## config.mk

```make
export PLATFORM = sky130hd
export DESIGN_NAME = crca_ram
export DESIGN_NICKNAME = d
export VERILOG_FILES = /design/src/rtl/core/crca_ram.sv
export SDC_FILE = /design/constraint.sdc
export NUM_CORES = 1
export LEC_CHECK = 0
export ABC_AREA = 1
export BUFFER_PORTS_ARGS = -buffer_cell sky130_fd_sc_hd__buf_2
export CORE_MARGIN = 2
export CORE_UTILIZATION = 61
export CTS_CLUSTER_SIZE = 25
export DETAILED_ROUTE_END_ITERATION = 7
export PLACE_DENSITY = 0.79
export SLEW_MARGIN = 10
export SYNTH_ARGS = -nofsm -noshare
export SYNTH_HDL_FRONTEND = slang
export SYNTH_SLANG_ARGS = --single-unit
```

## constraint.sdc

```tcl
create_clock -name clk -period 1.2 [get_ports clk]
set_input_delay 0.18 -clock clk [delete_from_list [all_inputs] [get_ports clk]]
set_output_delay 0.18 -clock clk [all_outputs]
set_load 0.03 [all_outputs]
```

## src/rtl/core/crca_ram.sv

```systemverilog
// Generic single-write, single-read RAM with registered read data
module crca_ram #(
    parameter int WIDTH = 8,
    parameter int DEPTH = 16
) (
    input  logic                     clk,
    input  logic                     we,
    input  logic [$clog2(DEPTH)-1:0] waddr,
    input  logic [WIDTH-1:0]         wdata,
    input  logic [$clog2(DEPTH)-1:0] raddr,
    output logic [WIDTH-1:0]         rdata
);

    logic [WIDTH-1:0] mem [DEPTH];

    always_ff @(posedge clk)
    begin
        if (we)
        begin
            mem[waddr] <= wdata;
        end
        rdata <= mem[raddr];
    end

endmodule

```

# Word-level counts from Yosys, hierarchy flattened
# Memories as Yosys holds them, arrays and structs flattened. A register that Yosys moved wholly into a read port is not among the register bits.
# Index checks and enable logic that the tools add are counted.
[word_totals] reg_bits=0 mem_bits_rw=128 input_bits=18 output_inout_bits=8 elab_cells=3 memories=1
[memory_table] name="mem" depth=16 width=8 rd=1 rd_clocked_by_memory_dff=1 write_ports=1 line_no="14" source="logic [WIDTH-1:0] mem [DEPTH];"
[op_classes] muxes=2
[op_table] cell="$mux 1" n=2

# Logic depth before layout (Yosys ltp)
[depth] ltp_word=2 depth_mapped=8 depth_no_buf=7

# Worst setup path after synthesis
# No wires, ideal clock.
[synth_timing] path_kind="input-to-reg" startpoint="input port waddr[3]" endpoint="memory mem[4][0] (enable)" setup_ps=370 t_arrival_ps=761 required_ps=830 setup_slack_ps=69 cell_stages=2 n_path_buf=0 path_cell_list="nand3b_1 -> nor2_1"
[synth_lines] item="start, declared" line_no="8" source="input logic [$clog2(DEPTH)-1:0] waddr,"
[synth_lines] item="end, declared" line_no="14"
# Straight into the memory's write port.

# Final worst setup path
[layout_timing] startpoint="register rdata[3], read port of mem" endpoint="output port rdata[3]"
[layout_lines] item="start, declared" line_no="11" source="output logic [WIDTH-1:0] rdata"
# No word-level cell between the ends.

==> results by group <==
Routing
  – DRC errors left: 0
  – DR pass1 iterations: 5
  – Drt via density: 5.62
  – Initial DRC count: 439
  – Total wire length: 13.2 mm
  – DR vias: 4047
  – Routed WL per cell: 18.3 um
  – Remaining antenna violation count: 0

Logic synthesis
  – Synth warnings: 0
  – Syn_area_per_cell: 10.5 um2
  – Yosys reg bits: 136
  – Cell variety after synth: 12
  – Syn Inst Count: 551
  – Syn_nets: 569
  – Sequential area share after synthesis: 69.4%
  – Synthesized cell area: 5770 um2

Critical path
  – Worst path bufs/invs: 1
  – Required time worst endpoint: 1020 ps
  – Crit Path Class: reg -> out
  – Max stage delay on crit path: 360 ps
  – CP max FO: 1
  – Worst path cell trace: buf_6
  – Startpoint types: flop
  – R2r setup slk: 150 ps
  – Critical path arrival: 1010 ps
  – Worst path top cell family by delay: flip-flops
  – Slowest-stage cell, CP: dfxtp_1
  – Crit end category: output port

Place
  – RePlAce Congestion: 0.860
  – Port Buffers: 25
  – Post-Place Cells: 688
  – DP HPWL: 7.66 mm
  – Area post-placement: 6130 um2

Cells and area
  – Ant. Diodes: 0
  – Synth-to-Final Area Change: 16.9%
  – Filler cell count: 574
  – Most common cell after layout, fill and taps aside: nand2_1
  – Multi-input logic area: 1210 um2
  – Final Net Count: 614
  – Fin area: 6740 um2
  – Commonest non-fill, non-tap cells in the layout: nand2_1, edfxtp_1, inv_1, nand3_1, buf_4
  – Share of cells above drive strength 1: 13.3%
  – FF/Latch Area: 4010 um2
  – Non-Filler Instances: 720

Timing
  – Relative slew slack: 75.2%
  – Tightest Pin Transition: 372 ps
  – WHS: 24.8 ps
  – Final Setup Violations: 0
  – Clk_skew: 5.60 ps
  – Tcrit/Tclk final: 99.2%
  – Max Clk Rate: 840 MHz
  – Slew Limit Fails: 0
  – Final min period: 1190 ps
  – Final hold violations: 0

Power
  – Cell Pwr Density: 1650 nW/um2
  – Sw Ratio: 22.0%
  – Clock Power Share: 45.0%
  – Internal power: 0.00869 W
  – Combinational Power Share: 7.0%
  – Static Leak: 2.95 nW
  – Net switching power: 0.00245 W
  – Peak supply drop: 979 uV
  – Sequential Power Share: 48.0%

GRT
  – Antenna violations before repair: 0
  – All-Layer GR Usage: 27.9%
  – GRT overflow: 0
  – Pin count of the biggest net entering global routing: 65
  – Vias in the first global route: 3951
  – First-pass GRT wire length: 20.7 mm

Floorplan
  – Initial core utilization: 62.7%
  – Ports: 26
  – Die ar.: 10200 um2
  – # rows: 35
  – Die X: 101 um
  – Core area: 9200 um2
  – Die height: 101 um

Job
  – Max Cap Viol: 0

Clocking
  – H-Tree Depth: 4
  – Max Root-Sink Buffers: 2
  – Clock sinks: 136
  – Post-CTS setup buffer count: 0
  – Root Buffer: clkbuf_8
  – Reg clk slew, reported paths: 60 ps
  – Worst-Skew Late Latency: 510 ps
  – Cells resized by post-CTS repair: 10
  – Hold-fix buffers, CTS: 0
  – TritonCTS clock tree: yes
  – CTS Buf Count: 17

Hold path
  – Hold Path Class: in -> reg

Run status
  – Outcome: finished, final reports clean
## state kept, by name, indices dropped and copies added (netlist names)
signal  cells
rdata       8
mem       128
## cells in the mapped netlist, drive strengths merged
cell type	count	area, um2
nand2	173	649
edfxtp	128	3840
inv	102	383
nand3	97	485
buf	24	166
nor2	17	63.8
dfxtp	8	160
nand3b	2	15.0
## per-layer routing
layer  routed length [um]  vias up  track usage, %
li1                     -     1866               -
met1                 5300     1924            37.3
met2                 6420      219            44.3
met3                 1030       38            7.11
met4                  405        0            12.0
met5                    0        -               0
## path summary, 6_finish.rpt
kind / endpoint / cells after the start / startpoint
min: rdata[7] / 3 / raddr[3]
max reg2reg: rdata[6] / 6 / mem[7][6]
max: rdata[3] / 1 / rdata[3]
min reg2reg: rdata[7] / 6 / mem[14][7]
## layout make-up
class                   instances  share of cell area [%]
clock buffers                  18                    6.20
repair buffers                 50                    6.27
multi-input cells             289                    18.0
clock inverters                14                    2.34
flip-flops and latches        136                    59.4
inverters                     102                    5.68
well taps                     111                    2.06
## per-stage QoR
stage | utilization (%) | power (W) | setup WS (ps) | TNS (ps)
finish | 73.3 | 0.0111 | 10.0 | 0
global route | 73.3 | 0.0114 | -6.16 | -6.16
CTS | 73.2 | 0.0111 | 1.41 | 0
detailed placement | 66.6 | 0.00617 | -22.4 | -214
global placement | 66.6 | 0.00614 | -18.5 | -18.8
floorplan | - | 0.00587 | 69.2 | 0
## power by group through the flow
| stage | registers (W) | logic [W] | clock network, W |
|---|---|---|---|
| 4_1_cts | 0.00535 | 0.000756 | 0.00504 |
| 3_3_place_gp | 0.00544 | 0.000707 | 0 |
| 5_1_grt | 0.00536 | 0.000841 | 0.00522 |
| 2_1_floorplan | 0.00550 | 0.000375 | 0 |
| 6_report | 0.00535 | 0.000776 | 0.00502 |
| 3_5_place_dp | 0.00544 | 0.000725 | 0 |
## logic make-up after synthesis
family | Yosys count | share of synthesized area, %
DFF | 136 | 69.4
and+or+nand+nor | 289 | 21.0
buffers and inverters | 126 | 9.52
## worst register-to-register path: stages, from the launching register on
cell and delay (ps):
edfxtp_1 360, inv_1 70, nand2_1 60, nand3_1 120
nand3_1 100, nand3_1 160, nand2_1 70
No activity file was read; power rests on OpenSTA's default activity.
