### config.mk
export PLATFORM = sky130hd
export DESIGN_NAME = crca_back
export DESIGN_NICKNAME = d
export VERILOG_FILES = /design/src/rtl/core/crca_pkg.sv /design/src/rtl/core/crca_back.sv
export SDC_FILE = /design/constraint.sdc
export NUM_CORES = 1
export LEC_CHECK = 0
export ABC_AREA = 1
export BUFFER_PORTS_ARGS = -buffer_cell sky130_fd_sc_hd__buf_2
export CORE_MARGIN = 5
export CORE_UTILIZATION = 55
export DETAILED_ROUTE_END_ITERATION = 7
export PLACE_DENSITY = 0.8
export SYNTH_ARGS = -nofsm -noshare
export SYNTH_HDL_FRONTEND = slang
export SYNTH_SLANG_ARGS = --single-unit
export TNS_END_PERCENT = 50
### constraint.sdc
create_clock -name clk -period 4.9 [get_ports clk]
set_input_delay 0.49 -clock clk [delete_from_list [all_inputs] [get_ports clk]]
set_output_delay 0.49 -clock clk [all_outputs]
set_load 0.02 [all_outputs]
### src/rtl/core/crca_pkg.sv
// Shared types, constants and width helpers of the cropped row/column average core
package crca_pkg;

    localparam int CFG_W     = 13;
    localparam int CFG_IDX_W = 3;
    localparam int PIX_W     = 8;
    localparam int LINE_W    = 12;
    localparam int AVG_W     = 8;

    localparam int DEF_MAX_WIDTH  = 4096;
    localparam int DEF_MAX_HEIGHT = 4096;

    // queue depths between front end, divider back end and result port
    localparam int JOB_DEPTH = 2;
    localparam int RES_DEPTH = 2;

    localparam logic [CFG_W-1:0] RST_FRAME_WIDTH  = 13'd4096;
    localparam logic [CFG_W-1:0] RST_FRAME_HEIGHT = 13'd4096;
    localparam logic [CFG_W-1:0] RST_COL_START    = 13'd0;
    localparam logic [CFG_W-1:0] RST_COL_END      = 13'd4096;
    localparam logic [CFG_W-1:0] RST_ROW_START    = 13'd0;
    localparam logic [CFG_W-1:0] RST_ROW_END      = 13'd4096;

    localparam logic KIND_ROW = 1'b0;
    localparam logic KIND_COL = 1'b1;

    typedef enum logic [CFG_IDX_W-1:0] {
        REG_FRAME_WIDTH  = 3'd0,
        REG_FRAME_HEIGHT = 3'd1,
        REG_COL_START    = 3'd2,
        REG_COL_END      = 3'd3,
        REG_ROW_START    = 3'd4,
        REG_ROW_END      = 3'd5
    } cfg_reg_t;

    typedef enum logic [1:0] {
        F_CLEAR,
        F_IDLE,
        F_UPDATE
    } front_state_t;

    typedef enum logic [1:0] {
        B_IDLE,
        B_DIV,
        B_EMIT
    } back_state_t;

    typedef struct packed {
        logic              col_emit;
        logic              col_empty;
        logic              row_emit;
        logic              row_empty;
        logic [LINE_W-1:0] col_index;
        logic [LINE_W-1:0] row_index;
    } job_ctrl_t;

    typedef struct packed {
        logic              kind;
        logic [LINE_W-1:0] line_index;
        logic [AVG_W-1:0]  average;
        logic              window_empty;
        logic              last;
    } result_t;

    function automatic int idx_w(input int n);
        return (n > 1) ? $clog2(n) : 1;
    endfunction

    // sum of one full row or column of pixels
    function automatic int sum_w(input int mw, input int mh);
        return PIX_W + ((idx_w(mw) > idx_w(mh)) ? idx_w(mw) : idx_w(mh));
    endfunction

    // pixel count of a window, up to the full frame size
    function automatic int div_w(input int mw, input int mh);
        return 1 + ((idx_w(mw) > idx_w(mh)) ? idx_w(mw) : idx_w(mh));
    endfunction

endpackage

### src/rtl/core/crca_back.sv
// Back end: radix-2 divider shared by column and row averages, result formatting
module crca_back #(
    parameter  int MAX_WIDTH  = crca_pkg::DEF_MAX_WIDTH,
    parameter  int MAX_HEIGHT = crca_pkg::DEF_MAX_HEIGHT,
    localparam int SW = crca_pkg::sum_w(MAX_WIDTH, MAX_HEIGHT),
    localparam int DW = crca_pkg::div_w(MAX_WIDTH, MAX_HEIGHT)
) (
    input  logic                clk,
    input  logic                rst_n,
    input  logic                job_empty,
    output logic                job_pop,
    input  crca_pkg::job_ctrl_t job_ctrl,
    input  logic [SW-1:0]       job_col_sum,
    input  logic [SW-1:0]       job_row_sum,
    input  logic [DW-1:0]       job_col_div,
    input  logic [DW-1:0]       job_row_div,
    input  logic                res_full,
    output logic                res_push,
    output crca_pkg::result_t   res
);

    import crca_pkg::*;

    localparam int CW = idx_w(SW);

    back_state_t   state_reg, state_next;
    logic [CW-1:0] cnt_reg, cnt_next;

    job_ctrl_t     ctrl_reg, ctrl_next;
    logic          kind_reg, kind_next;
    logic [SW-1:0] row_sum_reg, row_sum_next;
    logic [DW-1:0] row_div_reg, row_div_next;
    logic [DW-1:0] divisor_reg, divisor_next;
    logic [DW-1:0] rem_reg, rem_next;
    logic [SW-1:0] quo_reg, quo_next;

    logic [DW:0]   trial, diff;
    logic          ge;
    logic          res_empty;

    assign trial = {rem_reg, quo_reg[SW-1]};
    assign diff  = trial - {1'b0, divisor_reg};
    assign ge    = (trial >= {1'b0, divisor_reg});

    assign res_empty = (kind_reg == KIND_COL) ? ctrl_reg.col_empty : ctrl_reg.row_empty;

    always_comb
    begin
        res.kind         = kind_reg;
        res.line_index   = (kind_reg == KIND_COL) ? ctrl_reg.col_index : ctrl_reg.row_index;
        res.average      = res_empty ? '0 : quo_reg[AVG_W-1:0];
        res.window_empty = res_empty;
        res.last         = (kind_reg == KIND_ROW) || !ctrl_reg.row_emit;
    end

    assign job_pop  = (state_reg == B_IDLE) && !job_empty;
    assign res_push = (state_reg == B_EMIT) && !res_full;

    always_comb
    begin
        state_next   = state_reg;
        cnt_next     = cnt_reg;
        ctrl_next    = ctrl_reg;
        kind_next    = kind_reg;
        row_sum_next = row_sum_reg;
        row_div_next = row_div_reg;
        divisor_next = divisor_reg;
        rem_next     = rem_reg;
        quo_next     = quo_reg;
        case (state_reg)
            B_IDLE:
            begin
                if (job_pop)
                begin
                    ctrl_next    = job_ctrl;
                    row_sum_next = job_row_sum;
                    row_div_next = job_row_div;
                    rem_next     = '0;
                    cnt_next     = CW'(SW - 1);
                    if (job_ctrl.col_emit)
                    begin
                        kind_next    = KIND_COL;
                        quo_next     = job_col_sum;
                        divisor_next = job_col_div;
                        state_next   = B_DIV;
                    end
                    else if (job_ctrl.row_emit)
                    begin
                        kind_next    = KIND_ROW;
                        quo_next     = job_row_sum;
                        divisor_next = job_row_div;
                        state_next   = B_DIV;
                    end
                end
            end
            B_DIV:
            begin
                // one quotient bit per cycle, MSB first
                rem_next = ge ? diff[DW-1:0] : trial[DW-1:0];
                quo_next = {quo_reg[SW-2:0], ge};
                cnt_next = cnt_reg - 1'b1;
                if (cnt_reg == '0)
                begin
                    state_next = B_EMIT;
                end
            end
            B_EMIT:
            begin
                if (res_push)
                begin
                    if ((kind_reg == KIND_COL) && ctrl_reg.row_emit)
                    begin
                        kind_next    = KIND_ROW;
                        quo_next     = row_sum_reg;
                        divisor_next = row_div_reg;
                        rem_next     = '0;
                        cnt_next     = CW'(SW - 1);
                        state_next   = B_DIV;
                    end
                    else
                    begin
                        state_next = B_IDLE;
                    end
                end
            end
            default:
            begin
                state_next = B_IDLE;
            end
        endcase
    end

    always_ff @(posedge clk or negedge rst_n)
    begin
        if (!rst_n)
        begin
            state_reg <= B_IDLE;
            cnt_reg   <= '0;
        end
        else
        begin
            state_reg <= state_next;
            cnt_reg   <= cnt_next;
        end
    end

    always_ff @(posedge clk)
    begin
        ctrl_reg    <= ctrl_next;
        kind_reg    <= kind_next;
        row_sum_reg <= row_sum_next;
        row_div_reg <= row_div_next;
        divisor_reg <= divisor_next;
        rem_reg     <= rem_next;
        quo_reg     <= quo_next;
    end

endmodule

After elaboration in Yosys (flattened, before gate mapping)
Cells that the tools add are included.
- flip-flop bits (word level): 114
- bits in latches: 0
- memory bits (writable): 0
- ROM bits: 0
- input port bits: 98
- output and inout port bits: 25
- logic and storage cells: 77
- memories: 0
- $add $sub $neg: 2
- $mul: 0
- divide/modulo/power cells: 0
- $lt $le $gt $ge: 1
- equal/unequal tests: 7
- shift-type cells: 0
- multiplexer cells: 37
- bitwise logic cells: 1
- reduce and logical (&&, ||, !) cells: 16
- operators by type and width (operator ; count):
    $mux 13 ; 9
    $mux 20 ; 5
    $pmux 20 s3 ; 1
    $pmux 13 s3 ; 1
    $pmux 13 s2 ; 1
    $mux 5 ; 3
    $pmux 5 s3 ; 1
    $ge 14x13->1 ; 1
    $sub 13x13->13 ; 1
    $mux 12 ; 1
    $mux 2 ; 5
    $reduce_and 5->1 ; 2
    $mux 8 ; 1
    $reduce_and 4->1 ; 2
    $mux 1 ; 7
    $ne 2x2->1 const B ; 3
    $pmux 2 s3 ; 1
    $logic_not 5->1 ; 1
    $sub 5x1->5 const B ; 1
    $logic_and 1x1->1 ; 3
    $logic_not 1->1 ; 3
    $ne 3x3->1 const B ; 1
    $reduce_bool 3->1 ; 1
    $eq 2x1->1 const B ; 1
    8 further kinds ; 8

Depth between registers and ports, before layout
- depth in word-level cells: 4
- depth in mapped cells: 13
- mapped depth without buffers: 13

Least setup slack after synthesis
OpenSTA, ideal clock, no wires.
- path type: register -> register
- start: register state_reg[0]
- end: register ctrl_reg[0] in the netlist's numbering (enable)
- setup time: 491 ps
- arrival: 3456 ps
- required time: 4409 ps
- path slack: 953 ps
- cell stages (with the launch flop): 5
- buffers on the path: 0
- clock period less this slack: 3947 ps
- cells stage by stage: dfrtp_1 inv_1 ha_1 inv_1 nor2_1
- longest elaborated chain between the ends: 3
- ends and longest elaborated chain (element ; line ; source):
    start: declaration ; crca_back.sv:26 ; back_state_t state_reg, state_next;
    start signal: assignment ; crca_back.sv:142 ; state_reg <= state_next;
    $logic_not 2->1 ; crca_back.sv:56 ; assign job_pop = (state_reg == B_IDLE) && !job_empty;
    $logic_and 1x1->1 ; crca_back.sv:56 ;
    named net job_pop ; crca_back.sv:11 ; output logic job_pop,
    $reduce_and 2->1 (no line) ; - ;
    end signal: assignment ; crca_back.sv:149 ; ctrl_reg <= ctrl_next;
    end: declaration ; crca_back.sv:29 ; job_ctrl_t ctrl_reg, ctrl_next;
The timed path passes the listed nets, and every way through them passes these cells.
A chain may end at the register's enable or synchronous reset.

Worst setup path after layout
- start: register state_reg[0]
- end: output res_push
- longest elaborated chain between the ends: 2
- ends and longest elaborated chain (element ; line ; source):
    $eq 2x2->1 ; crca_back.sv:57 ; assign res_push = (state_reg == B_EMIT) && !res_full;
    $logic_and 1x1->1 ; crca_back.sv:57 ;
    end: declaration ; crca_back.sv:18 ; output logic res_push,
No other way between the ends.

==> flow_summary.toml <==
[clock_network]
cts-htree-levels = 4
cts_buffer_depth = 2
cts.sinks = 114
postCtsResizedCells = 0
post-cts-setup-buffer-count = 0
cts_tree = "done"
clkLatencyLatePin_ns = 0.52
cts-hold-fix-buffers = 1
cts-root-buf = "clkbuf_8"
cts_made_buffers = 17
path_clk_slew_ns = 0.06

[logic_synthesis]
yosysTopAreaCell = "edfxtp_1"
yosys_register_bits = 114
ys_types = 32
yosysSeqAreaShare = 0.5706
synth_edf_count = 107
syn_avg_cell_area_um2 = 9.322
syn_area_um2 = 5938
synth-async-reset-ratio = 0.06140
yosysWarnings = 0
synth_top_cell_area_share = 0.5411
synth_ff_type = "edfxtp_1"
synth.most_common_cell = "nand2_1"
yosys-top-cells-count = "nand2_1 (173), edfxtp_1 (107), inv_1 (81), nor2_1 (53), a21oi_1 (48)"
synthTopCellsByArea = "edfxtp_1 (54%), nand2_1 (11%), inv_1 (5.1%)"
syn_inst = 637
syn-num-nets = 755

[die]
pin_count = 123
coreArea_um2 = 10700
dieArea_um2 = 12970
rows = 38
die_w_um = 113.9
die_height_um = 113.9
start_util = 0.5551

[setup_path]
crit_path_end_kind = "primary output"
crit_chain = "inv_1 > ha_1 > buf_4 > inv_1 > nor2_1 > buf_2"
worstSetupStartpoint = "state_reg[0]$_DFFE_PN0P_"
slowest_stage = "ha_1"
cpPeakStageDelay_ns = 0.43
startpoint_type = "flop"
cp_max_fo = 27
cp.arrival_ns = 2.45
worstSetupPathType = "reg2out"
cpMostUsedCell = "inv_1"
crit_family = "buffers and inverters"
critPathRequiredTime_ns = 4.41
r2r_start = "state_reg[0]$_DFFE_PN0P_"
cp_num_buf_inv = 4

[timing]
holdWs_ns = 0.1428
worst_pin_slew_ns = 0.9517
relSlewSlack = 0.3616
min_period_ns = 2.939
slew_viol_final = 0
setup_tns_ns = 0
max_freq_mhz = 340.3
skew_ns = 0.008391
rsz0062_at_grt = "false"
hold_viol_final = 0
finalSetupViolCount = 0
fin_crit_sh = 0.5997

[power]
peakVddDrop_mv = 0.4365
clkPwrFrac = 0.210
p_leak_uw = 0.003288
seqPwrFrac = 0.326
switchingPower_uw = 2285
power_density_nw_per_um2 = 743.5
combPwrFrac = 0.464
internal_power_uw = 3063
sw_frac_of_total = 0.4273

[drt]
vias = 4951
drtIter0Drc = 478
wirelength_um = 14590
drtAntennaViolNets = 0
first_pass_iters = 5
drc_errors = 0
post_drt_via_cell_ratio = 5.447
wl_per_cell_um = 16.05

[placement]
placed_cells = 876
dpl.hpwl_um = 10310
post_dp_cell_area_um2 = 6633
gp_congestion = 0.8826
port_buffers = 122

[final_layout]
syn_to_final_growth_pct = 21.11
final_nets = 874
drive_above_1_share = 0.2432
largest_register_ff_count = 27
fin_area_um2 = 7192
finalNonFillerCells = 909
insertedDiodeCount = 0

[grt]
antenna_found_initial = 0
grt_pass1_wl_um = 23540
grt_max_degree = 48
grt_pass1_vias = 4937
grtUsageTotal = 0.2333
overflow = 0

[min_path]
hold_class = "in2reg"
hp-start = "job_ctrl[0]"

[run_status]
status = "finished, final reports clean"

[flow_run]
maxCapViolations = 0
==> placed cells by master (no fill, tap or decap), types with 3 or more instances in the layout <==
cell type	synthesis	final
xor2_1	4	4
buf_4	3	4
inv_1	81	81
clkbuf_16	0	16
nor2_4	2	3
nor2_1	53	52
clkinv_4	0	3
nand2_1	173	173
inv_2	3	3
nor2_2	15	15
a21oi_1	48	48
nand4_1	4	4
inv_6	0	3
nand2_2	6	6
buf_2	1	122
o21ai_1	4	4
ha_1	19	19
nand3_1	21	21
clkinv_2	0	3
dfrtp_1	7	7
edfxtp_1	107	107
a221oi_1	19	19
nand3b_1	6	6
o21ai_0	28	28
clkinvlp_4	0	5
==> final cells by class <==
class | count | area [um^2]
clock buffers | 17 | 414.1
clock inverters | 15 | 135.1
fillers | 813 | 3506
inverters | 85 | 319.1
multi-input cells | 411 | 2110
flip-flops and latches | 114 | 3388
well taps | 140 | 175.2
repair buffers | 127 | 650.6
==> layer usage <==
layer,vias to the layer above,wire length (um),GRT usage
met5,-,0,0
met4,0,526,0.1029
met3,48,1218,0.06897
met2,259,7135,0.3832
met1,2276,5705,0.2869
li1,2368,-,-
==> per-stage QoR <==
step / power (uW) / worst slack (ns) / utilization
finish: 5347 / 1.962 / 0.6723
global route: 5752 / 1.779 / 0.6723
CTS: 5345 / 1.946 / 0.6723
detailed placement: 4180 / 2.032 / 0.6200
global placement: 4080 / 2.171 / 0.6200
floorplan: 3597 / 0.9530 / -
==> power groups by stage <==
stage                     clock, uW  sequential [uW]  combinational, uW
after floorplan                   0             1690               1910
after global placement            0             1740               2340
after detailed placement          0             1740               2440
after CTS                      1140             1740               2470
after global routing           1180             1770               2810
final                          1130             1740               2480
==> logic make-up after synthesis <==
logic type | Yosys count | share of synthesized area
simple gates | 286 | 0.2069
fa+ha+maj | 20 | 0.04341
flops | 114 | 0.5706
buf+inv | 112 | 0.07543
xor+xnor | 4 | 0.005899
compound gates | 101 | 0.09777
==> worst register-to-register path, cell delays in order (launching register included) <==
cell and delay, ns:
dfrtp_1 0.37, inv_1 0.08, ha_1 0.36, buf_4 0.30
nand2_1 0.10, nand2_1 0.07, nor2_2 0.63, inv_1 0.22
nor2_1 0.13, buf_4 0.28
==> worst paths after layout <==
check,end,slack [ns],depth (start not counted)
max reg2reg,quo_reg[0]$_DFFE_PP_,2.02,9
max,res_push,1.96,6
min,ctrl_reg[0]$_DFFE_PP_,0.14,1
min reg2reg,divisor_reg[6]$_DFFE_PP_,0.53,2
min in group asynchronous,cnt_reg[4]$_DFFE_PN0P_,0.33,2
max in group asynchronous,cnt_reg[3]$_DFFE_PN0P_,4.41,2
(Power assumes the default switching activity.)
