**src/rtl/core/crca_fifo.sv**
```systemverilog
// Small register FIFO used for the job queue and the result queue
module crca_fifo #(
    parameter int WIDTH = 8,
    parameter int DEPTH = 2
) (
    input  logic             clk,
    input  logic             rst_n,
    input  logic             push,
    input  logic [WIDTH-1:0] din,
    output logic             full,
    input  logic             pop,
    output logic [WIDTH-1:0] dout,
    output logic             empty
);

    localparam int PTR_W = (DEPTH > 1) ? $clog2(DEPTH) : 1;
    localparam int CNT_W = $clog2(DEPTH + 1);

    logic [WIDTH-1:0] slot_reg [DEPTH];
    logic [PTR_W-1:0] wr_ptr_reg, wr_ptr_next;
    logic [PTR_W-1:0] rd_ptr_reg, rd_ptr_next;
    logic [CNT_W-1:0] count_reg, count_next;
    logic             do_push, do_pop;

    assign full    = (count_reg == CNT_W'(DEPTH));
    assign empty   = (count_reg == '0);
    assign do_push = push && !full;
    assign do_pop  = pop && !empty;
    assign dout    = slot_reg[rd_ptr_reg];

    always_comb
    begin
        wr_ptr_next = wr_ptr_reg;
        rd_ptr_next = rd_ptr_reg;
        count_next  = count_reg;
        if (do_push)
        begin
            wr_ptr_next = (wr_ptr_reg == PTR_W'(DEPTH - 1)) ? '0 : wr_ptr_reg + 1'b1;
        end
        if (do_pop)
        begin
            rd_ptr_next = (rd_ptr_reg == PTR_W'(DEPTH - 1)) ? '0 : rd_ptr_reg + 1'b1;
        end
        if (do_push && !do_pop)
        begin
            count_next = count_reg + 1'b1;
        end
        else if (do_pop && !do_push)
        begin
            count_next = count_reg - 1'b1;
        end
    end

    always_ff @(posedge clk or negedge rst_n)
    begin
        if (!rst_n)
        begin
            wr_ptr_reg <= '0;
            rd_ptr_reg <= '0;
            count_reg  <= '0;
        end
        else
        begin
            wr_ptr_reg <= wr_ptr_next;
            rd_ptr_reg <= rd_ptr_next;
            count_reg  <= count_next;
        end
    end

    always_ff @(posedge clk)
    begin
        if (do_push)
        begin
            slot_reg[wr_ptr_reg] <= din;
        end
    end

endmodule

```
**config.mk**
```make
export PLATFORM = sky130hd
export DESIGN_NAME = crca_fifo
export DESIGN_NICKNAME = d
export VERILOG_FILES = /design/src/rtl/core/crca_fifo.sv
export SDC_FILE = /design/constraint.sdc
export NUM_CORES = 1
export LEC_CHECK = 0
export BUFFER_PORTS_ARGS = -buffer_cell sky130_fd_sc_hd__buf_2
export CAP_MARGIN = 30
export CORE_MARGIN = 10
export CORE_UTILIZATION = 40
export CTS_CLUSTER_DIAMETER = 30
export DETAILED_ROUTE_END_ITERATION = 12
export PLACE_DENSITY = 0.69
export SYNTH_ARGS = -nofsm -noshare
export SYNTH_HDL_FRONTEND = slang
export SYNTH_SLANG_ARGS = --single-unit
```
**constraint.sdc**
```tcl
create_clock -name clk -period 2.3 [get_ports clk]
set_clock_uncertainty 0.15 [all_clocks]
set_input_delay 0.23 -clock clk [delete_from_list [all_inputs] [get_ports clk]]
set_output_delay 0.23 -clock clk [all_outputs]
set_load 0.05 [all_outputs]
```
# ---- After elaboration in Yosys (flattened, before gate mapping)
# Memories as Yosys holds them, arrays and structs flattened.
# Index checks and enable logic that the tools add are counted.
dict set report op_classes {
  n_reduce_logical 10
  bitwise_logic 0
  div_mod_pow 0
  multipliers 0
  eq_ne 1
  add_sub_neg 4
  order_cmp 0
  mux 6
  shift 0
}
# operator n
set ops {}
lappend ops {{$logic_and 1x1->1} 4}
lappend ops {{$logic_not 1->1} 4}
lappend ops {{$mux 1} 4}
lappend ops {{$mux 2} 2}
lappend ops {{$add 1x1->1 const B} 2}
lappend ops {{$add 2x1->2 const B} 1}
lappend ops {{$eq 2x2->1 const B} 1}
lappend ops {{$logic_not 2->1} 1}
lappend ops {{$reduce_bool 2->1} 1}
lappend ops {{$sub 2x1->2 const B} 1}
dict set report totals {
  output_inout_bits 10
  mem_count 1
  reg_bits 4
  ramBits 16
  mem_bits_ro 0
  latch_bits 0
  inputBits 12
}
# memory depth word_bits rd rd_ports_with_merged_regs write_ports line_no
set mem_list {}
lappend mem_list {slot_reg 2 8 1 0 1 19} ;# logic [WIDTH-1:0] slot_reg [DEPTH];

# ---- Depth between registers and ports, before layout
# Gate-level depths: netlist of run 1.
dict set report depth {
  depth_word 7
  depth_mapped 7
  ltp_nobuf 7
}

# ---- Worst setup path after synthesis of run 1
# No wires, ideal clock.
dict set report synth_timing {
  path_kind {register -> register}
  start {register count_reg[0]}
  end {memory slot_reg[0][0] (enable)}
  arrival_ns 1.022
  path_stages_with_launch 4
  t_required_ns 1.780
  slack_ns 0.758
  n_path_buf 0
  setup_time_ns 0.370
  synth_period_minus_slack_ns 1.542
  path_cell_list {dfrtp_1 -> nand2b_1 -> nand2_2 -> nor2_1}
}
dict set report synth_via {
  elab_chain_cells 5
}
# item line_no
set synth_lines {}
lappend synth_lines {{from (decl)} 22} ;# logic [CNT_W-1:0] count_reg, count_next;
lappend synth_lines {{from (signal assigned)} 66} ;# count_reg <= count_next;
lappend synth_lines {{$eq 2x2->1} 25} ;# assign full = (count_reg == CNT_W'(DEPTH));
lappend synth_lines {{$logic_not 1->1} 27} ;# assign do_push = push && !full;
lappend synth_lines {{$logic_and 1x1->1} 27}
lappend synth_lines {{$mux 1} 72} ;# if (do_push)
lappend synth_lines {{$mux 1 (implied by the code)} 74} ;# slot_reg[wr_ptr_reg] <= din;
lappend synth_lines {{to (decl)} 19}
# No other way between the ends.

# ---- Worst setup path in the final report of run 1
dict set report layout_timing {
  start {register rd_ptr_reg}
  end {output dout[2]}
}
dict set report layout_via {
  elab_chain_cells 1
}
# item line_no
set layout_lines {}
lappend layout_lines {{from (decl)} 21} ;# logic [PTR_W-1:0] rd_ptr_reg, rd_ptr_next;
lappend layout_lines {{from (signal assigned)} 65} ;# rd_ptr_reg <= rd_ptr_next;
lappend layout_lines {{$mem_v2 2x8} n/a}
lappend layout_lines {{to (decl)} 12} ;# output logic [WIDTH-1:0] dout,
# No other way between the ends.

==> results of run 1 <==
==> power by group through the flow <==
stage | clock [W] | combinational [W] | sequential, W
after floorplan | 0 | 0.000535 | 0.000552
after global placement | 0 | 0.000621 | 0.000589
after detailed placement | 0 | 0.000627 | 0.000598
after CTS | 0.000209 | 0.000641 | 0.000590
after global routing | 0.000222 | 0.000675 | 0.000605
final | 0.000196 | 0.000629 | 0.000587
==> layer usage <==
layer / GRT usage / part of all wire / up-vias
met5: 0 / 0 / -
met4: 0.0561 / 0.034 / 0
met3: 0.0314 / 0.067 / 4
met2: 0.123 / 0.52 / 14
met1: 0.0661 / 0.38 / 219
li1: - / - / 225
==> kinds of logic (layout without fill, tap and decap cells) <==
logic type,after synthesis,in the layout,synth area share
buffers and inverters,3,36,0.0160
and+or+nand+nor,6,6,0.0384
xor gates and xnor gates,5,5,0.0656
adders and majority gates,1,1,0.0160
muxes,8,8,0.115
DFF,20,20,0.742
AOI/OAI and AO/OA,1,1,0.00639
==> worst max-delay path, stage by stage, from the launching register on <==
cell and delay, ns:
dfrtp_1 0.60, mux2_2 0.39, buf_2 0.21
==> what timing repair did <==
item                      in CTS  in global routing
gates resized for setup        0                  0
hold buffers                   9                  0
hold endpoints to repair      20                  0
==> cells in the mapped netlist, drive strengths merged <==
cell type  count
mux2           8
buf            1
nand2b         1
edfxtp        16
o21ai          1
xor2           2
xnor2          3
dfrtp          4
and3           1
nand2          1
ha             1
inv            2
nor2           3
==> worst max path at each step <==
stage	slack, ns	end	startpoint	cells past startpoint
floorplan	0.76	slot_reg[0][0]	count_reg[0]	3
global placement	0.62	slot_reg[0][1]	count_reg[0]	3
detailed placement	0.53	slot_reg[0][1]	count_reg[0]	3
CTS	0.40	dout[2]	rd_ptr_reg	2
global route	0.33	dout[2]	rd_ptr_reg	2
finish	0.43	dout[2]	rd_ptr_reg	2
==> area by class of cell <==
class                           instances  area [um2]
Fill cell                             142         743
Tap cell                               25        31.3
Sequential cell                        20         581
Clock buffer                            4        36.3
Multi-Input combinational cell         21         189
Inverter                                2        7.51
Timing Repair Buffer                   30         195
==> stage by stage <==
step                       util  instance area (um2)  power [W]  worst slack, ns
after CTS                 0.583                 1040    0.00144            0.396
after global placement    0.512                  913    0.00121            0.615
after global routing      0.583                 1040    0.00150            0.333
after floorplan               -                  782    0.00109            0.758
final                     0.583                 1040    0.00141            0.427
after detailed placement  0.512                  913    0.00122            0.527
==> results.cfg, run 1 <==
[outcome]
status = completed

[pwr]
power.density_nw_per_um2 = 1360
netSwitchingPower_w = 0.000612
p_int_w = 0.000800
p_sw_frac = 0.434
max-vdd-ir-drop_mv = 1.13
p_leak_nw = 0.433
seqPwrFrac = 0.416
combPwrFrac = 0.445
p_clk_frac = 0.139

[die]
die_y_um = 64.2
ios = 22
die_area_um2 = 4120
core-area_um2 = 1780
start_util = 0.439
rows = 15
die_width_um = 64.2

[critical_path]
worstPathMaxFanout = 9
reg2regPathDepth = 3
worstReg2RegStart = count_reg[0]
end_kind = primary output
cp_data_arrival_time_ns = 1.49
regToRegEndpoint = slot_reg[0][4]
crit_required_ns = 1.92
critPathLaunchType = register
critPathKind = reg -> out
ff2ff_setup_slack_ns = 0.54

[global_routing]
grt_pass1_vias = 519
antenna_found_initial = 0
grt_overflow = 0
grtUsageTotal = 0.0721
grt_max_degree = 12
grt_pass1_wl_mm = 2.26

[yosys]
yosysTopAreaCell = edfxtp_1
synth.top_cell.area_share = 0.614
yosysSeqAreaShare = 0.742
syn_area_per_cell_um2 = 17.8
syn-num-nets = 57
syn-cell-area_um2 = 782
yosysUniqueCellTypes = 15
synth.area.top_cells = edfxtp_1, dfrtp_1, mux2_1, mux2_2, xnor2_1
syn_inst = 44
ys_warn_count = 0
ys_seq_elements = 20

[worst_hold_path]
worstHoldStart = push
hp-class = in -> reg
min_path_cells = 3
hold_end = wr_ptr_reg

[final_layout]
mostFrequentLayoutCell = buf_2
drive_gt1_frac = 0.377
area_growth_pct = 33.0
largest_register_ffs = 16
diodes = 0
instances_no_fill = 102
final_net_count = 91
final_cell_mix = buf_2, edfxtp_1, dlygate4sd3_1, mux2_1, dfrtp_1

[route]
via_per_inst = 4.53
routed_wl_mm = 1.40
wl_per_cell_um = 13.7
detail-route-antenna-nets = 0
drc_errors = 0
first_pass_iters = 2
num_vias = 462
drtIter0Drc = 9

[clock_tree]
cts_sinks = 20
clk_latency_ns = 0.29
clockRootBuffer = clkbuf_4
clk_path_buf_depth = 2
clk_transition_reported_paths_ns = 0.10
cts_buffers = 3
postCtsSetupRepairBufs = 0
htreeDepth = 1
cts_tree = done

[placed_design]
io_buffers = 21
gp_congestion = 0.671
dp.cells = 89
dpl.hpwl_mm = 1.03

[sta]
setup_viol = 0
hold_viol = 0
rsz0062_at_grt = no
slew_headroom = 0.552
post-route-period-util = 0.814
clock.fmax_mhz = 534
whs_ns = 0.0719
drv_slew = 0
min_period_ns = 1.87
worst_slew_pin_slew_ns = 0.670
setup_tns_ns = 0

[job]
cap_violations = 0
Note: power is estimated with default switching activity, not from simulation.
==> inputs of run 2 (changes only) <==
- PLACE_DENSITY: 0.69 -> 0.71
- clock period: 2.3 -> 1.5 ns (I/O delays scaled with it)
==> run 2 against run 1 <==
The run now ends with setup timing left. Register-to-register slack worse by 0.50 ns. Routed wire length is 8.0% higher. Cell count is 8.8% higher. Setup slack worse by 0.55 ns. Clock power is 25% higher. Via count is 5.8% higher. Global-route usage is 0.33 points higher. Worst hold slack worse by 0.024 ns. Die area stayed put. Power is 87% higher. Sequential power is 51% higher. Sequential cell count stayed put. Largest cell class unchanged.
==> results.cfg, run 2 (synthesis results as in run 1) <==
[final_layout]
largest_register_ffs = 16
fin_util = 0.692
final_net_count = 100
area_growth_pct = 57.8
final_cell_mix = edfxtp_1, buf_2, buf_6, dlygate4sd3_1, buf_4
mostFrequentLayoutCell = edfxtp_1
stdcell_area_um2 = 1230
diodes = 0
instances_no_fill = 111
drive_gt1_frac = 0.593

[route]
via_per_inst = 4.41
first_pass_iters = 5
wl_per_cell_um = 13.6
num_vias = 489
drtIter0Drc = 19
drc_errors = 0
routed_wl_mm = 1.51
detail-route-antenna-nets = 0

[sta]
setup_viol = 8
slew_headroom = 0.884
hold_viol = 0
fin_ws_ns = -0.123
clock.fmax_mhz = 616
worst_slew_pin_slew_ns = 0.174
drv_slew = 0
rsz0062_at_grt = yes
min_period_ns = 1.62
whs_ns = 0.0477
post-route-period-util = 1.08

[clock_tree]
htreeDepth = 1
cts_sinks = 20
cts_buffers = 3
clockRootBuffer = clkbuf_4
clk_latency_ns = 0.29
cts_tree = done
clk_transition_reported_paths_ns = 0.10
clk_path_buf_depth = 2

[critical_path]
cp_data_arrival_time_ns = 1.32
end_kind = primary output
crit_required_ns = 1.20
worstPathMaxFanout = 5
critPathLaunchType = register
critPathKind = reg -> out

[global_routing]
use_met1 = 0.0716
grt_pass1_wl_mm = 2.41
antenna_found_initial = 0
grtUsageTotal = 0.0754
grt_pass1_vias = 520
grt_overflow = 0
grt_use_met2 = 0.131
grt.met3_usage = 0.0436
grt_max_degree = 12
grt_busiest_layer = met2

[die]
core-area_um2 = 1780
rows = 15
die_width_um = 64.2
ios = 22
die_y_um = 64.2
start_util = 0.439
die_area_um2 = 4120

[placed_design]
gp_congestion = 0.675
preCtsSetupSlack_ns = 0.0355
place_area_um2 = 968
io_buffers = 21
dpl.hpwl_mm = 1.05
dp.cells = 95

[pwr]
max-vdd-ir-drop_mv = 1.70
p_leak_nw = 0.526
power.density_nw_per_um2 = 2140

[job]
cap_violations = 0

[worst_hold_path]
hp-class = in -> async

[outcome]
violations = setup timing
status = finished, violations left
run 2: metal layers:
metal,up-vias,wire (um)
li1,243,-
met2,12,820
met5,-,0
met1,234,592
met3,0,93
met4,0,0
run 2: final cells by class:
| cell class | instances | area, um2 |
|---|---|---|
| Sequential cell | 20 | 583 |
| Multi-Input combinational cell | 21 | 253 |
| Clock inverter | 1 | 3.75 |
| Inverter | 2 | 7.51 |
| Tap cell | 25 | 31.3 |
| Clock buffer | 3 | 22.5 |
| Fill cell | 126 | 549 |
| Timing Repair Buffer | 39 | 333 |
run 2: critical path, cell delays in order (launching register included):
cell,delay [ns]
dfrtp_2,0.43
buf_6,0.14
mux2_4,0.30
buf_8,0.15
run 2: what timing repair did:
item | in CTS | in global routing
hold buffers | 9 | 0
hold endpoints to repair | 20 | 0
gates cloned | 0 | 0
gates resized for setup | 29 | 10
setup buffers | 2 | 1
pin swaps | 0 | 5
endpoints found under the setup margin | 9 | 11
run 2: worst paths after layout:
kind / start / endpoint / slack, ns / depth (start not counted)
worst max-delay path: rd_ptr_reg / dout[4] / -0.12 / 3
worst min-delay path: rst_n / count_reg[0] / 0.05 / 2
worst max register to register: count_reg[0] / count_reg[1] / 0.04 / 7
worst min register to register: wr_ptr_reg / wr_ptr_reg / 0.41 / 1
max in group asynchronous: rst_n / rd_ptr_reg / 1.02 / 2
min in group clk: pop / rd_ptr_reg / 0.07 / 4
run 2: through the flow:
step / power (W) / setup TNS (ns)
6_report: 0.00264 / -0.900
2_1_floorplan: 0.00169 / 0
3_3_place_gp: 0.00196 / 0
4_1_cts: 0.00256 / -0.887
5_1_grt: 0.00278 / -1.40
3_5_place_dp: 0.00198 / 0
run 2: report_power, final:
part           internal [W]  leakage [nW]  total (W)  switching, W
clock             0.0000966        0.0154   0.000245      0.000149
sequential         0.000782         0.193   0.000884      0.000102
combinational      0.000698         0.318    0.00151      0.000815
==> inputs of run 3 (changes only) <==
- GPL_TIMING_DRIVEN: not set -> 0
==> run 3 against run 2 <==
The run ends with hold timing, setup timing left. Die area stayed put. Via count up 0.82%. Sequential power increased by 0.6%. Power is 2.2% higher. Count of clock-buffer cells in the layout did not move. Register-to-register slack lost 0.03 ns. First-iteration DRC count fell by 53%. Sequential cell count is the same. Setup slack improved by 0.0060 ns. Fmax up 0.37%. Clock power is essentially flat. Combinational power is 3% higher. Critical path type unchanged. Highest routed layer is now met4.
==> results.cfg, run 3 (synthesis results as in run 1) <==
[die]
die_width_um = 64.2
start_util = 0.439
ios = 22
core-area_um2 = 1780
die_area_um2 = 4120
die_y_um = 64.2
rows = 15

[critical_path]
crit_chain = buf_6, mux2_4, buf_6
crit_required_ns = 1.20
reg2regPathDepth = 7
worstPathMaxFanout = 5
worst-path-buf-inv = 2
critPathKind = reg -> out
startpoint = rd_ptr_reg
end_kind = primary output
cpMostUsedCell = buf_6
max_stage_delay_ns = 0.42
worstSetupPathDepth = 3
cp_data_arrival_time_ns = 1.32
ff2ff_setup_slack_ns = 0.01
cp_slowest_cell = dfrtp_1
worstReg2RegStart = count_reg[0]
cp_top_family = flip-flops
critPathLaunchType = register

[clock_tree]
clockRootBuffer = clkbuf_4
cts_buffers = 3
clk_path_buf_depth = 2
cts_sinks = 20
clk_transition_reported_paths_ns = 0.10
htreeDepth = 1
cts_tree = done
clk_latency_ns = 0.29

[final_layout]
area_growth_pct = 58.9
diodes = 0
final_net_count = 98
nFillCells = 131
largest_register_ffs = 16
drive_gt1_frac = 0.595
mostFrequentLayoutCell = edfxtp_1
multiInputGateArea_um2 = 274
register_area_um2 = 582
final_cell_mix = edfxtp_1, buf_2, buf_6, dlygate4sd3_1, mux2_4

[pwr]
total_power_w = 0.00270
power.density_nw_per_um2 = 2170
p_leak_nw = 0.528
max-vdd-ir-drop_mv = 1.37

[route]
routed_wl_mm = 1.57
detail-route-antenna-nets = 0
wl_per_cell_um = 14.4
drtIter0Drc = 9
drc_errors = 0
num_vias = 493
first_pass_iters = 4
via_per_inst = 4.52

[placed_design]
io_buffers = 21
gp_congestion = 0.701
dpl.hpwl_um = 974

[global_routing]
antenna_found_initial = 0
grt_pass1_wl_mm = 2.64
grt_overflow = 0
grt_max_degree = 12
grt_pass1_vias = 565
grtUsageTotal = 0.0817

[sta]
slew_headroom = 0.832
setup_viol = 8
min_period_ns = 1.62
whs_ns = -0.0116
rsz0062_at_grt = yes
drv_slew = 0
clock.fmax_mhz = 618
post-route-period-util = 1.08
worst_slew_pin_slew_ns = 0.252
hold_viol = 1
fin_ws_ns = -0.117

[job]
cap_violations = 0

[worst_hold_path]
worstHoldStart = pop
min_path_cells = 3
hp-class = in -> reg

[outcome]
violations = hold timing, setup timing
status = finished, violations left
run 3: stage by stage:
| step | area, um2 | instances | TNS (ns) | util | worst slack, ns |
|---|---|---|---|---|---|
| 5_1_grt | 1240 | 109 | -1.35 | 0.697 | -0.164 |
| 3_3_place_gp | 928 | 90 | -0.355 | 0.521 | -0.0422 |
| 3_5_place_dp | 928 | 90 | -0.762 | 0.521 | -0.0987 |
| 6_report | 1240 | 109 | -0.884 | 0.697 | -0.117 |
| 4_1_cts | 1190 | 106 | -0.928 | 0.669 | -0.115 |
| 2_1_floorplan | 792 | 44 | 0 | - | 0.00951 |
run 3: layout make-up:
class                           instances  share of cell area
Clock inverter                          1             0.00302
Clock buffer                            3              0.0181
Timing Repair Buffer                   36               0.250
Sequential cell                        20               0.468
Tap cell                               25              0.0252
Multi-Input combinational cell         21               0.221
Buffer                                  1             0.00906
Inverter                                2             0.00604
run 3: tightest hold or removal path: cells and delay by family:
family | cells | cell delay (ns)
AO/OA/AOI/OAI | 1 | 0.07
XOR/XNOR | 1 | 0.06
buffers and inverters | 1 | 0.11
run 3: what timing repair did:
action / 4_1_cts / 5_1_grt
cloned: 1 / 0
endpoints found under the setup margin: 26 / 17
hold buffers: 9 / 0
pin swaps: 2 / 3
buffers inserted: 2 / 3
resized for setup: 37 / 8
endpoints found under the hold margin: 20 / 0
run 3: routing by layer:
metal	up-vias	track usage	share of wire	wire length, um
li1	237	-	-	-
met1	240	0.0915	0.41	641
met2	14	0.132	0.52	813
met3	2	0.0331	0.065	102
met4	0	0.0401	0.010	16
met5	-	0	0	0
run 3: final timing paths:
| kind | endpoint |
|---|---|
| worst max-delay path | dout[6] |
| worst max register to register | count_reg[1] |
| worst min-delay path | rd_ptr_reg |
| max in group asynchronous | count_reg[1] |
| worst min register to register | count_reg[1] |
| min in group asynchronous | count_reg[1] |
run 3: where the power goes:
group	internal (W)	switching (W)
registers	0.000779	0.000110
clock network	0.0000969	0.000150
logic	0.000723	0.000841
